--- config.mk ---
export PLATFORM = sky130hd
export DESIGN_NAME = rci_sqrt_pipe
export DESIGN_NICKNAME = d
export VERILOG_FILES = /design/src/hdl/rci_sqrt_pipe.sv
export SDC_FILE = /design/constraint.sdc
export NUM_CORES = 2
export LEC_CHECK = 0
export BUFFER_PORTS_ARGS = -buffer_cell sky130_fd_sc_hd__clkbuf_2
export CELL_PAD_IN_SITES_DETAIL_PLACEMENT = 1
export CELL_PAD_IN_SITES_GLOBAL_PLACEMENT = 1
export CORE_MARGIN = 2
export CORE_UTILIZATION = 30
export DETAILED_ROUTE_END_ITERATION = 16
export PLACE_DENSITY_LB_ADDON = 0.1
export SLEW_MARGIN = 10
export SYNTH_ARGS = -nofsm -noshare
export SYNTH_HDL_FRONTEND = slang
export SYNTH_SLANG_ARGS = --single-unit
export TNS_END_PERCENT = 5
--- constraint.sdc ---
create_clock -name clk_i -period 6.57 [get_ports clk_i]
set_input_delay 1.971 -clock clk_i [delete_from_list [all_inputs] [get_ports clk_i]]
set_output_delay 1.971 -clock clk_i [all_outputs]
set_load 0.02 [all_outputs]
--- src/hdl/rci_sqrt_pipe.sv ---
// pipelined floor square root of a nonnegative fixed-point value, one result bit per stage
`timescale 1ns / 1ps
`default_nettype none
module rci_sqrt_pipe #(
  parameter int FRAC_BITS = 16
) (
  input  wire logic        clk_i,
  input  wire logic [30:0] rad_i,
  output logic      [31:0] root_o
);
  localparam int NW = 31 + FRAC_BITS;
  localparam int R  = (NW + 1) / 2;
  localparam int W2 = 2 * R;
  localparam int RW = R + 2;

  logic [W2-1:0] n_q    [R+1];
  logic [RW-1:0] rem_q  [R+1];
  logic [R-1:0]  root_q [R+1];

  always_ff @(posedge clk_i) begin
    n_q[0]    <= W2'({rad_i, {FRAC_BITS{1'b0}}});
    rem_q[0]  <= '0;
    root_q[0] <= '0;
  end

  for (genvar s = 0; s < R; s++) begin : g_step
    logic [RW-1:0] trem;
    logic [RW-1:0] trial;
    logic          ge;
    assign trem  = {rem_q[s][RW-3:0], n_q[s][W2-1:W2-2]};
    assign trial = {root_q[s], 2'b01};
    assign ge    = trem >= trial;
    always_ff @(posedge clk_i) begin
      rem_q[s+1]  <= ge ? (trem - trial) : trem;
      root_q[s+1] <= {root_q[s][R-2:0], ge};
      n_q[s+1]    <= {n_q[s][W2-3:0], 2'b00};
    end
  end

  assign root_o = 32'(root_q[R]);

endmodule
`default_nettype wire

* After elaboration in Yosys (flattened, before gate mapping)
Memory sizes are Yosys's and may differ from the RTL's. Index checks and enable logic that the tools add are counted.
Storage, ports and cells: RAM bits 2400, output and inout bits 32, word-level logic and storage cells 75, register bits 0, bits of input ports 32, memories 3
Memories:
- n_q | depth 25, width 46, read ports 24, clocked after memory_dff 0, wr ports 25, line 16 | logic [W2-1:0] n_q [R+1];
- rem_q | depth 25, width 26, read ports 24, clocked after memory_dff 0, wr ports 25, line 17 | logic [RW-1:0] rem_q [R+1];
- root_q | depth 25, width 24, read ports 25, clocked after memory_dff 0, wr ports 25, line 18 | logic [R-1:0] root_q [R+1];
Cells by class: magnitude comparators 24, $add $sub $neg 24, multiplexer cells 24
Operators with widths (number):
- greater-or-equal comparator 26 bit | 24
- two-way mux 26 bit | 24
- subtractor 26 bit | 24

* Logic depth before layout (Yosys ltp)
An unclocked memory read counts as a cell.
word-level depth 3, mapped depth 15, gate-level depth less buffers 13

* Least setup slack after synthesis
No wires, ideal clock.
path type register -> register, from mem rem_q[2][52] in the netlist's numbering, to mem rem_q[2][88] in the netlist's numbering, path slack 3.267 ns, required time 6.449 ns, path buffers 1, cell stages (with the launch flop) 13, setup time 0.121 ns, data arrival time 3.183 ns, period minus slack after synthesis 3.303 ns, cell sequence dfxtp_1 ha_1 inv_1 fa_1 nand2b_1 a21oi_1 o2111ai_1 a2111oi_0 nor3_1 or2_2 inv_1 clkbuf_1 mux2_2
RTL lines (line):
- from (decl) | 17

==> metrics.txt <==
initial antenna violation count=1; core footprint=141900 um2; async set-reset flop share out of synthesis=0%; first-pass GRT wire length=168000 um; Adder-Cell Fraction of Synth Area=9.282%; Combinational Power Share=18.8%; initial core utilization=30.31%; reg2reg setup slack=2.73 ns; Hold Crit Endpoint=n_q[1][27]; Peak VDD IR=208.7 uV; Post-CTS Setup Inserts=0; fin. max-slew vios=0; Synth area leader=dfxtp_1; Crit Path Category=reg -> reg; port bufs=55; Synth top area share=50.20%; slew margin rel.=29.64%; Pint=13.91 mW; Critical Path RT=7.17 ns; Synth Warn #=0; All-Layer GR Usage=14.13%; crit-path cells=ha_1 -> inv_1 -> fa_1 -> nand2b_1 -> a21oi_1 -> o2111ai_1 -> a2111oi_0 -> buf_4 -> nor3_1 -> or2_2 -> inv_1 -> mux2_2; HPWL after detailed placement=80140 um; CP Launch Point=rem_q[2][52]; largest net degree at the start of global routing=45; Max Cap Viol=0; flops & latches, synth=1079; Clock Skew=0.02006 ns; Mapped Area=43030 um2; Synth cell types=77; area share of and/or/nand/nor cells after synthesis=13.46%; Hold Path Depth=0; crit path buf inv count=3; Sequential Power Share=44.2%; mux cell area share after synthesis=1.035%; top-count cell post-synth=dfxtp_1; max incr delay on CP=0.61 ns; Detail Route met2 WL=45880 um; largest family of logic cells by synthesized area=compound AO/OA/AOI/OAI gates; Critical R2R Capture=rem_q[2][84]; H-tree depth=3; row count=138; worst-margin pin slew=1.055 ns; Hold Buf Count CTS=0; Vias=29900; Clock Root Buffer=clkbuf_16; final hold vios=0; layout cells sized above 1=7.710%; clk buf depth=3; Area Overhead vs Synth=16.03%; top_reg_cell synth=dfxtp_1; Psw=5.750 mW; vias in the first global route=31060; DR top layer=met4; R2R Path Start=rem_q[2][52]; Leakage Power=23.24 nW; Clk pwr share=37.0%; CTS Sinks=1079; Crit. End Element=flip-flop; Nets=4911; XOR/XNOR Fraction of Synth Area=7.715%; metal1 wirelength=51730 um; synth cell count leaders=dfxtp_1 (1079), inv_1 (404), nand2_1 (334), ha_1 (308), o21ai_0 (282); # IOs=64; Compound-Gate Fraction of Synth Area=13.89%; final setup fails=0; syn avg cell area=9.658 um2; TritonCTS buffer count=120; post_cts resized=0; WL met3=3216 um; outcome=finished, final reports clean; Worst Path Max Fanout=25; DR DRC count=0; Fillers=16070; RePlAce Congestion=0.8058; family with the most delay on the worst path=compound AO/OA/AOI/OAI gates; WP data arrival=4.44 ns; post-synthesis sequential area ratio=50.20%; Area contributors post-synth=dfxtp_1 (50%), ha_1 (9.0%), xnor2_1 (3.9%); number of synthesized flops with an enable pin=0; final hold slack=0.3220 ns; Setup Total Neg Slack=0 ns; Power Dens Cells=393.7 nW/um2; Final Cycle Share=58.47%; starting DRC count in detailed routing=1248; total grt overflow=0; drt total wl=102900 um; DRT antenna net count=0; Reg clk slew, reported paths=0.06 ns; most used cell, CP=inv_1; die height=382.7 um; fmax=0.2603 GHz; worst skew pair latency=0.72 ns; full die area=146500 um2; CTS tree=built; WL/cell=15.68 um; CP max stage cell=inv_1; R2R cell count=12; DRT Pass-1 Iters=5; HP Start=n_q[0][163]; Sw Ratio=29.25%; placed cell count=6332; worst hold path class=reg -> reg; Post-Syn Instances=4455; Die W=382.7 um; Final min period=3.841 ns; Worst setup SP type=flip-flop; RSZ-0062 raised after global routing=no; fin cells=6560; Vias/cell=4.558
final cells by class:
class	instances	area, um2	share of cell area [%]
tap	1890	2365	4.737
clock buffer	158	3426	6.862
clock inverter	69	1006	2.015
inverter	404	1516	3.038
multi-input combinational	2889	19620	39.30
timing repair buffer	70	387.9	0.7769
sequential	1079	21600	43.27
antenna	1	2.502	0.005013
kinds of logic (layout without fill, tap and decap cells):
family | after synthesis | after routing
fa+ha+maj | 315 | 315
simple gates | 1180 | 1180
mux | 41 | 41
compound gates | 965 | 965
other cells | 1 | 10
buf+inv | 495 | 701
flops | 1079 | 1079
xor+xnor | 379 | 379
routing by layer:
metal | global-route usage, % | vias to the layer above
li1 | - | 15480
met1 | 19.53 | 14010
met2 | 22.83 | 280
met3 | 2.061 | 125
met4 | 3.930 | 0
met5 | 0 | -
state kept, by name (all words and copies together), names as in the netlist:
signal	flops
root_q	300
n_q	271
rem_q	508
worst max path at each step:
stage                        end  cells after the start  slack, ns
floorplan           rem_q[2][88]                     12       3.27
global placement    rem_q[2][85]                     12       2.72
detailed placement  rem_q[2][85]                     12       2.72
CTS                 rem_q[2][89]                     14       2.67
global route        rem_q[2][87]                     14       2.28
finish              rem_q[2][84]                     12       2.73
cells in the final DEF, fill, tap and decap left out, types with 61 or more instances in the layout:
cell type and n:
nand2b_1 69, o21ai_0 282, clkbuf_16 120, nor2_1 269
xnor2_1 190, nand3_1 63, ha_1 308, nor3_1 122
xor2_1 189, a21o_1 93, nand2_1 334, a21oi_1 277
inv_1 404, dfxtp_1 1079, o21a_1 61
power groups by stage:
stage               logic [mW]  registers [mW]  clock network, mW
floorplan                 2.88            8.48                  0
finish                    3.69            8.69               7.28
detailed placement        3.73            8.86                  0
CTS                       3.75            8.72               7.58
global placement          3.70            8.87                  0
global route              4.23            8.86               7.86
metrics by stage:
| stage | utilization (%) | total power [mW] | setup slack (ns) | cell area (um2) |
|---|---|---|---|---|
| CTS | 35.17 | 20.05 | 2.672 | 49920 |
| detailed placement | 32.05 | 12.59 | 2.716 | 45490 |
| finish | 35.17 | 19.65 | 2.729 | 49920 |
| global route | 35.17 | 20.96 | 2.283 | 49920 |
| global placement | 32.05 | 12.57 | 2.719 | 45490 |
| floorplan | - | 11.36 | 3.267 | 43060 |
Note: power is estimated with default switching activity, not from simulation.
